==> config.mk <==
export PLATFORM = sky130hd
export DESIGN_NAME = counted_multiset_table_unit
export DESIGN_NICKNAME = d
export VERILOG_FILES = /design/src/hw/rtl/cmst_pkg.sv /design/src/hw/rtl/counted_multiset_table_unit.sv
export SDC_FILE = /design/constraint.sdc
export NUM_CORES = 2
export LEC_CHECK = 0
export ABC_AREA = 1
export BUFFER_PORTS_ARGS = -buffer_cell sky130_fd_sc_hd__buf_2
export CORE_MARGIN = 2
export CORE_UTILIZATION = 50
export DETAILED_ROUTE_END_ITERATION = 8
export PLACE_DENSITY = 0.66
export RECOVER_POWER = 100
export SYNTH_ARGS = -nofsm -noshare
export SYNTH_HDL_FRONTEND = slang
export SYNTH_SLANG_ARGS = --single-unit
export TNS_END_PERCENT = 5
==> constraint.sdc <==
create_clock -name i_clk -period 19.51 [get_ports i_clk]
set_clock_uncertainty 0.15 [all_clocks]
set_input_delay 2.9265 -clock i_clk [delete_from_list [all_inputs] [get_ports i_clk]]
set_output_delay 2.9265 -clock i_clk [all_outputs]
set_load 0.005 [all_outputs]
==> src/hw/rtl/cmst_pkg.sv <==
`default_nettype none

package cmst_pkg;

    localparam int KIND_W  = 3;
    localparam int VAL_W   = 16;
    localparam int CNT_W   = 16;
    localparam int POS_W   = 4;
    localparam int DIST_W  = 5;
    localparam int TOTAL_W = 40;
    localparam int PROD_W  = VAL_W + CNT_W;

    localparam logic [TOTAL_W-1:0] TOTAL_MAX = '1;
    localparam logic [CNT_W-1:0]   CNT_MAX   = '1;

    localparam logic [KIND_W-1:0] KIND_ADD    = 3'd0;
    localparam logic [KIND_W-1:0] KIND_REMOVE = 3'd1;
    localparam logic [KIND_W-1:0] KIND_SET    = 3'd2;
    localparam logic [KIND_W-1:0] KIND_LOOKUP = 3'd3;
    localparam logic [KIND_W-1:0] KIND_READ   = 3'd4;

    typedef struct packed {
        logic [VAL_W-1:0] value;
        logic [CNT_W-1:0] count;
    } t_entry;

endpackage

`default_nettype wire

==> src/hw/rtl/counted_multiset_table_unit.sv <==
// Counted multiset table: an ordered table of up to DEPTH distinct 16-bit
// values, each with a 16-bit occurrence count.
// Input channel (i_in_valid / o_in_ready) carries one operation per
// transaction: add, remove, set count, lookup or read at position.
// Output channel (o_out_valid / i_out_ready) returns exactly one result per
// operation, with the distinct count and the saturated weighted total.
// One operation is in flight at a time; o_in_ready is high only when idle.
// Steps per operation, with N the number of entries in use:
//   add, lookup, set miss, remove miss: a linear scan of the N entries;
//   set hit: the scan, then two passes of the multiplier;
//   remove hit: scan to the match, one multiply, shift the rest;
//   read: one memory read at the position; unused kinds go straight to the result.
// The table sits in one memory with a single read and a single write port;
// the scan reads one entry per cycle, and the shift reads one and writes one.
// The weighted total is kept exactly; add adds the value, remove and set go
// through one shared 16 x 16 multiplier; it is saturated to 40 bits at output.
// Reset empties the table and clears the total; the memory is not cleared.
// A stalled receiver holds the result in the output register; the next
// operation is accepted while it waits, and finishes once it is taken.
`default_nettype none

module counted_multiset_table_unit
    import cmst_pkg::*;
#(
    parameter int DEPTH = 16
) (
    input  wire                 i_clk,
    input  wire                 i_rst_n,
    input  wire                 i_in_valid,
    output logic                o_in_ready,
    input  wire  [KIND_W-1:0]   i_kind,
    input  wire  [VAL_W-1:0]    i_value,
    input  wire  [CNT_W-1:0]    i_new_count,
    input  wire  [POS_W-1:0]    i_position,
    output logic                o_out_valid,
    input  wire                 i_out_ready,
    output logic                o_found,
    output logic [CNT_W-1:0]    o_occurrences,
    output logic [VAL_W-1:0]    o_entry_value,
    output logic [DIST_W-1:0]   o_distinct_count,
    output logic [TOTAL_W-1:0]  o_weighted_total,
    output logic                o_refused
);

    localparam int AW = (DEPTH > 1) ? $clog2(DEPTH) : 1;
    localparam int UW = $clog2(DEPTH + 1);
    localparam int IW = $clog2(DEPTH + 2);
    localparam int PW = (IW > POS_W) ? IW : POS_W;
    localparam int SW = PROD_W + $clog2(DEPTH);
    localparam int XW = (SW > TOTAL_W) ? SW : TOTAL_W;

    typedef enum logic [3:0] {
        S_IDLE,
        S_SCAN,
        S_MUL_OLD,
        S_SUB_OLD,
        S_MUL_NEW,
        S_ADD_NEW,
        S_SHIFT,
        S_RDOUT,
        S_DONE
    } t_state;

    t_entry r_mem [DEPTH];
    t_entry r_rd_data;

    t_state              r_state, n_state;
    logic [KIND_W-1:0]   r_kind, n_kind;
    logic [VAL_W-1:0]    r_value, n_value;
    logic [CNT_W-1:0]    r_new_count, n_new_count;
    logic [IW-1:0]       r_idx, n_idx;
    logic [IW-1:0]       r_rd_idx, n_rd_idx;
    logic                r_rd_vld, n_rd_vld;
    logic [IW-1:0]       r_slot, n_slot;
    logic [CNT_W-1:0]    r_cur_cnt, n_cur_cnt;
    logic [PROD_W-1:0]   r_prod, n_prod;
    logic [SW-1:0]       r_sum, n_sum;
    logic [UW-1:0]       r_used, n_used;
    logic                r_res_found, n_res_found;
    logic [CNT_W-1:0]    r_res_occ, n_res_occ;
    logic [VAL_W-1:0]    r_res_ev, n_res_ev;
    logic                r_res_refused, n_res_refused;
    logic                r_out_valid, n_out_valid;
    logic                r_o_found, n_o_found;
    logic [CNT_W-1:0]    r_o_occ, n_o_occ;
    logic [VAL_W-1:0]    r_o_ev, n_o_ev;
    logic [DIST_W-1:0]   r_o_dist, n_o_dist;
    logic [TOTAL_W-1:0]  r_o_total, n_o_total;
    logic                r_o_refused, n_o_refused;

    logic                mem_we;
    logic [AW-1:0]       mem_waddr;
    t_entry              mem_wdata;
    logic                mem_re;
    logic [AW-1:0]       mem_raddr;

    logic [CNT_W-1:0]    mul_b;
    logic [PROD_W-1:0]   mul_p;
    logic [CNT_W-1:0]    cnt_inc;
    logic [IW-1:0]       slot_next;
    logic [IW-1:0]       shift_dst;
    logic [XW-1:0]       sum_x;
    logic [TOTAL_W-1:0]  total_sat;

    always_ff @(posedge i_clk) begin
        if (mem_we) begin
            r_mem[mem_waddr] <= mem_wdata;
        end
        if (mem_re) begin
            r_rd_data <= r_mem[mem_raddr];
        end
    end

    assign mul_b     = (r_state == S_MUL_NEW) ? r_new_count : r_cur_cnt;
    assign mul_p     = PROD_W'(r_value) * PROD_W'(mul_b);
    assign cnt_inc   = (r_rd_data.count == CNT_MAX) ? CNT_MAX : r_rd_data.count + 1'b1;
    assign slot_next = r_slot + 1'b1;
    assign shift_dst = r_rd_idx - 1'b1;
    assign sum_x     = XW'(r_sum);
    assign total_sat = (sum_x > XW'(TOTAL_MAX)) ? TOTAL_MAX : TOTAL_W'(sum_x);

    always_comb begin
        n_state       = r_state;
        n_kind        = r_kind;
        n_value       = r_value;
        n_new_count   = r_new_count;
        n_idx         = r_idx;
        n_rd_idx      = r_rd_idx;
        n_rd_vld      = r_rd_vld;
        n_slot        = r_slot;
        n_cur_cnt     = r_cur_cnt;
        n_prod        = r_prod;
        n_sum         = r_sum;
        n_used        = r_used;
        n_res_found   = r_res_found;
        n_res_occ     = r_res_occ;
        n_res_ev      = r_res_ev;
        n_res_refused = r_res_refused;
        n_out_valid   = r_out_valid && !i_out_ready;
        n_o_found     = r_o_found;
        n_o_occ       = r_o_occ;
        n_o_ev        = r_o_ev;
        n_o_dist      = r_o_dist;
        n_o_total     = r_o_total;
        n_o_refused   = r_o_refused;
        mem_we        = 1'b0;
        mem_waddr     = r_rd_idx[AW-1:0];
        mem_wdata     = r_rd_data;
        mem_re        = 1'b0;
        mem_raddr     = r_idx[AW-1:0];

        case (r_state)
            S_IDLE: begin
                if (i_in_valid) begin
                    n_kind        = i_kind;
                    n_value       = i_value;
                    n_new_count   = i_new_count;
                    n_res_found   = 1'b0;
                    n_res_occ     = '0;
                    n_res_ev      = '0;
                    n_res_refused = 1'b0;
                    case (i_kind)
                        KIND_ADD, KIND_REMOVE, KIND_SET, KIND_LOOKUP: begin
                            mem_re    = 1'b1;
                            mem_raddr = '0;
                            n_rd_vld  = (r_used != '0);
                            n_rd_idx  = '0;
                            n_idx     = IW'(1);
                            n_state   = S_SCAN;
                        end
                        KIND_READ: begin
                            mem_re    = 1'b1;
                            mem_raddr = AW'(i_position);
                            n_rd_vld  = (PW'(i_position) < PW'(r_used));
                            n_state   = S_RDOUT;
                        end
                        default: begin
                            n_state = S_DONE;
                        end
                    endcase
                end
            end
            S_SCAN: begin
                if (r_rd_vld && (r_rd_data.value == r_value)) begin
                    n_slot    = r_rd_idx;
                    n_cur_cnt = r_rd_data.count;
                    case (r_kind)
                        KIND_ADD: begin
                            mem_we          = 1'b1;
                            mem_waddr       = r_rd_idx[AW-1:0];
                            mem_wdata.value = r_value;
                            mem_wdata.count = cnt_inc;
                            if (r_rd_data.count != CNT_MAX) begin
                                n_sum = r_sum + SW'(r_value);
                            end
                            n_res_found = 1'b1;
                            n_res_occ   = cnt_inc;
                            n_state     = S_DONE;
                        end
                        KIND_REMOVE: begin
                            n_res_found = 1'b1;
                            n_res_occ   = r_rd_data.count;
                            n_state     = S_MUL_OLD;
                        end
                        KIND_SET: begin
                            n_res_found = 1'b1;
                            n_res_occ   = r_new_count;
                            n_state     = S_MUL_OLD;
                        end
                        default: begin
                            n_res_found = 1'b1;
                            n_res_occ   = r_rd_data.count;
                            n_state     = S_DONE;
                        end
                    endcase
                end else if (!r_rd_vld) begin
                    if (r_kind == KIND_ADD) begin
                        if (r_used < UW'(DEPTH)) begin
                            mem_we          = 1'b1;
                            mem_waddr       = r_used[AW-1:0];
                            mem_wdata.value = r_value;
                            mem_wdata.count = CNT_W'(1);
                            n_used          = r_used + 1'b1;
                            n_sum           = r_sum + SW'(r_value);
                            n_res_found     = 1'b1;
                            n_res_occ       = CNT_W'(1);
                        end else begin
                            n_res_refused = 1'b1;
                        end
                    end
                    n_state = S_DONE;
                end else begin
                    mem_re    = 1'b1;
                    mem_raddr = r_idx[AW-1:0];
                    n_rd_vld  = (r_idx < IW'(r_used));
                    n_rd_idx  = r_idx;
                    n_idx     = r_idx + 1'b1;
                end
            end
            S_MUL_OLD: begin
                n_prod  = mul_p;
                n_state = S_SUB_OLD;
            end
            S_SUB_OLD: begin
                n_sum = r_sum - SW'(r_prod);
                if (r_kind == KIND_REMOVE) begin
                    mem_re    = 1'b1;
                    mem_raddr = slot_next[AW-1:0];
                    n_rd_vld  = (slot_next < IW'(r_used));
                    n_rd_idx  = slot_next;
                    n_idx     = slot_next + 1'b1;
                    n_state   = S_SHIFT;
                end else begin
                    n_state = S_MUL_NEW;
                end
            end
            S_MUL_NEW: begin
                n_prod          = mul_p;
                mem_we          = 1'b1;
                mem_waddr       = r_slot[AW-1:0];
                mem_wdata.value = r_value;
                mem_wdata.count = r_new_count;
                n_state         = S_ADD_NEW;
            end
            S_ADD_NEW: begin
                n_sum   = r_sum + SW'(r_prod);
                n_state = S_DONE;
            end
            S_SHIFT: begin
                if (r_rd_vld) begin
                    mem_we    = 1'b1;
                    mem_waddr = shift_dst[AW-1:0];
                    mem_wdata = r_rd_data;
                    mem_re    = 1'b1;
                    mem_raddr = r_idx[AW-1:0];
                    n_rd_vld  = (r_idx < IW'(r_used));
                    n_rd_idx  = r_idx;
                    n_idx     = r_idx + 1'b1;
                end else begin
                    n_used  = r_used - 1'b1;
                    n_state = S_DONE;
                end
            end
            S_RDOUT: begin
                if (r_rd_vld) begin
                    n_res_found = 1'b1;
                    n_res_occ   = r_rd_data.count;
                    n_res_ev    = r_rd_data.value;
                end
                n_state = S_DONE;
            end
            S_DONE: begin
                if (!r_out_valid || i_out_ready) begin
                    n_out_valid = 1'b1;
                    n_o_found   = r_res_found;
                    n_o_occ     = r_res_occ;
                    n_o_ev      = r_res_ev;
                    n_o_dist    = DIST_W'(r_used);
                    n_o_total   = total_sat;
                    n_o_refused = r_res_refused;
                    n_state     = S_IDLE;
                end
            end
            default: begin
                n_state = S_IDLE;
            end
        endcase
    end

    always_ff @(posedge i_clk) begin
        r_kind        <= n_kind;
        r_value       <= n_value;
        r_new_count   <= n_new_count;
        r_idx         <= n_idx;
        r_rd_idx      <= n_rd_idx;
        r_slot        <= n_slot;
        r_cur_cnt     <= n_cur_cnt;
        r_prod        <= n_prod;
        r_res_found   <= n_res_found;
        r_res_occ     <= n_res_occ;
        r_res_ev      <= n_res_ev;
        r_res_refused <= n_res_refused;
        r_o_found     <= n_o_found;
        r_o_occ       <= n_o_occ;
        r_o_ev        <= n_o_ev;
        r_o_dist      <= n_o_dist;
        r_o_total     <= n_o_total;
        r_o_refused   <= n_o_refused;
        if (!i_rst_n) begin
            r_state     <= S_IDLE;
            r_rd_vld    <= 1'b0;
            r_sum       <= '0;
            r_used      <= '0;
            r_out_valid <= 1'b0;
        end else begin
            r_state     <= n_state;
            r_rd_vld    <= n_rd_vld;
            r_sum       <= n_sum;
            r_used      <= n_used;
            r_out_valid <= n_out_valid;
        end
    end

    assign o_in_ready       = (r_state == S_IDLE);
    assign o_out_valid      = r_out_valid;
    assign o_found          = r_o_found;
    assign o_occurrences    = r_o_occ;
    assign o_entry_value    = r_o_ev;
    assign o_distinct_count = r_o_dist;
    assign o_weighted_total = r_o_total;
    assign o_refused        = r_o_refused;

endmodule

`default_nettype wire

# After elaboration in Yosys (flattened, before gate mapping)
# Memory sizes are Yosys's and may differ from the RTL's. A register that Yosys moved wholly into a read port is not among the register bits.
# Cells that the tools add are included.
# op_classes
n_mul	1
n_reduce_logical	31
eq_ne	33
mux	96
order_cmp	5
n_addsub	10
# op_table
operator	n
two-way mux 36 bit	6
two-way mux 32 bit	5
two-way mux 16 bit	9
one-hot mux 36 bit (3 select lines)	1
two-way mux 5 bit	15
one-hot mux 16 bit (2 select lines)	2
one-hot mux 32 bit (2 select lines)	1
two-way mux 4 bit	12
one-hot mux 16 bit (3 select lines)	1
greater-than comparator 36 x 40 -> 1 bit (second input constant)	1
two-way mux 40 bit	1
one-hot mux 5 bit (4 select lines)	2
adder 36 x 16 -> 36 bit	1
adder 36 x 32 -> 36 bit	1
subtractor 36 x 32 -> 36 bit	1
multiplier 16 x 16 -> 32 bit	1
one-hot mux 4 bit (8 select lines)	1
two-way mux 1 bit	28
one-hot mux 4 bit (2 select lines)	3
adder 5 x 1 -> 5 bit (second input constant)	4
!= test 2 bit (second input constant)	10
AND reduction 6 bit	3
adder 16 x 1 -> 16 bit (second input constant)	1
== test 16 bit	1
38 further kinds	65
# totals
in_bits	43
mem_bits_rw	512
n_memories	1
elab_cells	201
out_inout_bits	81
register_bits	258
# memory_table
memory	depth	word_bits	rd	rd_ports_with_merged_regs	wr	line_no	rtl
r_mem	16	32	1	1	1	counted_multiset_table_unit.sv:64	t_entry r_mem [DEPTH];

# Logic depth before layout (Yosys ltp)
# depth
depth_word	8
mapped_depth	31
mapped_depth_nobuf	30

# Worst setup path after synthesis
# OpenSTA, ideal clock, no wires.
# synth_path
kind	input -> register
start	input i_out_ready
end	register r_o_dist[0] (netlist: o_distinct_count[0]), enable pin
slack_ns	8.610
path_buffers	0
setup_ns	0.693
required_time_ns	18.667
arrival_ns	10.057
path_stages	2
path_cell_list	nor2_1 nor4_1
# synth_via
elab_chain_len	2
# synth_rtl
item	line_no	rtl
start: declaration	counted_multiset_table_unit.sv:36	input wire i_out_ready,
logical OR 1 bit	counted_multiset_table_unit.sv:293	if (!r_out_valid || i_out_ready) begin
AND reduction 2 bit (no line)	n/a	
end signal: assignment	counted_multiset_table_unit.sv:326	r_o_dist <= n_o_dist;
end: declaration	counted_multiset_table_unit.sv:87	logic [DIST_W-1:0] r_o_dist, n_o_dist;
# No other way between the ends.
# A chain may end at the register's enable or synchronous reset.

# Worst setup path in the final report
# layout_path
start	input i_in_valid
end	register, netlist name r_rd_data[6]
# layout_via
elab_chain_len	2
word_cells_on_any_way	4
cone_classes	mux (4)
# layout_rtl
item	line_no	rtl
start: declaration	counted_multiset_table_unit.sv:29	input wire i_in_valid,
two-way mux 1 bit or two-way mux 4 bit (tied branches)	counted_multiset_table_unit.sv:154	if (i_in_valid) begin
one-hot mux 1 bit (4 select lines) or one-hot mux 4 bit (2 select lines) (tied branches)	counted_multiset_table_unit.sv:152	case (r_state)
# Several ways; a longest one is shown, not always the timed one.

==> flow_summary.ini <==
[clocking]
cts.sinks = 798
clk-insertion-delay-late_ps = 680
cts_resized = 0
cts_buffers = 87
cts_tree = done
ctsRootBufferMaster = clkbuf_16
cts.path.max_buffers = 3
clkSlewWorstSetupHoldPaths_ps = 60
hold_buffers = 0
post_cts_buffers = 0
htreeDepth = 3

[power]
p_total_mw = 9.305
ir_drop_mv = 0.2864
p_leak_nw = 21.16
cellPowerDensity_mw_per_mm2 = 183.9

[yosys]
synthXorXnorAreaFrac_pct = 1.473
synth-seq-area-share_pct = 50.66
ys_warn_count = 0
synth_common_cells = nand2_1 (1059), edfxtp_1 (751), inv_1 (635)
ys_types = 57
synth_top_area_share_pct = 48.63
synth_edf_count = 751
avgSynthCellArea_um2 = 9.564
syn_area_mm2 = 0.04638
synth-compound-area-share_pct = 5.698
synth_cells = 4849
ys_top_cells_by_area = edfxtp_1 (49%), nand2_1 (8.6%), fa_1 (8.5%), nand3_1 (5.9%), inv_1 (5.1%)
synthMuxAreaShare_pct = 0
synthSimpleGateAreaFrac_pct = 21.84
async_flop_share_pct = 0
yosysMostFrequentCell = nand2_1
ys_ff_latch = 798
synth-adder-area-share_pct = 12.72
synth_top_family_by_area = simple AND/OR/NAND/NOR gates
synth_top_area_cell = edfxtp_1
ys.flop_type = edfxtp_1

[sta]
drv_slew = 997
setup_ws_ps = 6849
post-route-period-util_pct = 64.89
finalSetupViolations = 0
tightestPinTransition_ps = 6387
fmax_ghz = 0.07898
whs_ps = 266.8
hold_viol = 0
period_needed_ps = 12660
slew_headroom_pct = -325.8
rsz0062_at_grt = no
finalSetupTns_ps = 0

[die]
rows = 111
dieWidth_um = 308.6
core-area_mm2 = 0.09180
dieArea_mm2 = 0.09521
die_height_um = 308.6
num_io_pins = 124
start_util_pct = 50.52

[routing]
routed_wl_mm = 134.5
drtIter0Drc = 3493
ant_nets = 0
routedWlPerCell_um = 21.66
drt_pass1_iterations = 6
via_per_inst = 5.636
drc = 0
vias = 35000

[final_layout]
drive_gt1_share_pct = 5.276
multiInputGateArea_mm2 = 0.01948
syn_to_final_growth_pct = 9.105
fillers = 8125
final_util_pct = 55.12
fin_area_mm2 = 0.05060
nets = 5294
seq_area_mm2 = 0.02349
stdcell_count = 6210

[placed_design]
placedInstanceArea_mm2 = 0.04812
post-place-cells = 6051
routabilityCongestion = 0.9605
hpwl_mm = 86.96
portBuffers = 119
dp_worst_setup_slack_ps = 11760

[setup_path]
rr_worst_depth = 14
worstPathMaxFanout = 174
crit_slowest_cell = nand2_1
endpoint_kind = register
cpPeakStageDelay_ps = 4580
worstPathArrival_ps = 12880
path_class = primary input to register
r2r_slack_ps = 8590
path_cells = clkbuf_1 > inv_1 > nor2_4 > clkbuf_1 > nand3_1 > o21ai_0 > inv_8 > nand2_1 > buf_4 > nand2_1 > nand3_1 > nand3_1 > nand3_1 > nand2_1
required_ps = 19730
crit_cells = 14
reg2reg_from = r_state[2]
crit_top_cell = nand3_1
critPathLaunchType = primary input
worstPathBufferInverterCount = 5
reg2reg_to = r_rd_data[6]
crit_end = r_rd_data[6]
cp-startpoint = i_in_valid
worst_path_dominant_cell_family = simple AND/OR/NAND/NOR gates

[global_routing]
antenna_found_initial = 4
track_usage_pct = 28.20
grt_max_degree = 175
grt_pass1_wl_mm = 202.4
overflow = 0
grt_pass1_vias = 33210

[hold_path]
worstHoldPathType = register to register

[run_status]
violations = capacitance limit, slew limit
status = complete, but fails checks

[run]
maxCapViolCount = 27
-- metal layers --
metal	track usage (%)	routed length, um
met5	0	14
met4	10.97	5136
met3	3.604	10640
met2	45.75	63080
met1	38.81	55640
-- worst min-delay path by stage --
stage                   from           endpoint  depth (start not counted)
6_report       r_res_occ[14]  o_occurrences[14]                          0
5_1_grt         r_res_occ[5]   o_occurrences[5]                          0
4_1_cts        r_res_occ[14]  o_occurrences[14]                          0
3_5_place_dp   r_res_occ[13]  o_occurrences[13]                          0
3_3_place_gp    r_res_occ[7]   o_occurrences[7]                          0
2_1_floorplan    r_res_ev[0]   o_entry_value[0]                          0
-- cells in the final DEF (no fill, tap or decap), types with 7 or more instances in the layout --
cell type and count:
a22oi_1 12, o22ai_1 40, a31oi_1 7, dfxtp_1 47, a21o_1 8, inv_6 7
a21oi_1 152, fa_1 196, or2_2 8, inv_1 640, nor2_4 14, clkbuf_16 88
o21bai_1 27, clkinv_2 21, edfxtp_1 751, clkbuf_1 107, nand2_1 1063, nand3b_1 167
buf_2 56, xor2_1 61, buf_4 29, xnor2_1 17, o21ai_1 7, o21ai_0 147
nor3_1 41, nand4_1 17, o21a_1 7, clkinv_1 22, ha_1 158, nand3_1 546
nor2_1 406, nor4_1 8
-- report_power, final --
part | switching (mW) | internal [mW] | total, mW
Combinational | 3.37 | 1.77 | 5.13
Sequential | 0.146 | 2.42 | 2.56
Clock | 0.694 | 0.916 | 1.61
-- flip-flops by register name (all words and copies together) (netlist names), 32 cells and up --
signal	flops
r_prod	32
o_weighted_total	36
r_rd_data	32
r_mem	512
r_sum	36
-- final cells by class --
cell class / count / area share [%]
antenna: 1 / 0.004945
clock buffer: 103 / 4.483
inverter: 654 / 4.866
sequential: 798 / 46.43
timing repair buffer: 178 / 1.674
tap: 1243 / 3.074
clock inverter: 55 / 0.9743
multi-input combinational: 3178 / 38.50
-- logic make-up after synthesis --
family	count (synthesis)
adder cells (fa/ha/maj)	354
AND/OR/NAND/NOR	2285
AO/OA/AOI/OAI	457
other	1
flip-flops	798
buffers and inverters	876
XOR/XNOR	78
Power figures use the tool's default switching activity.
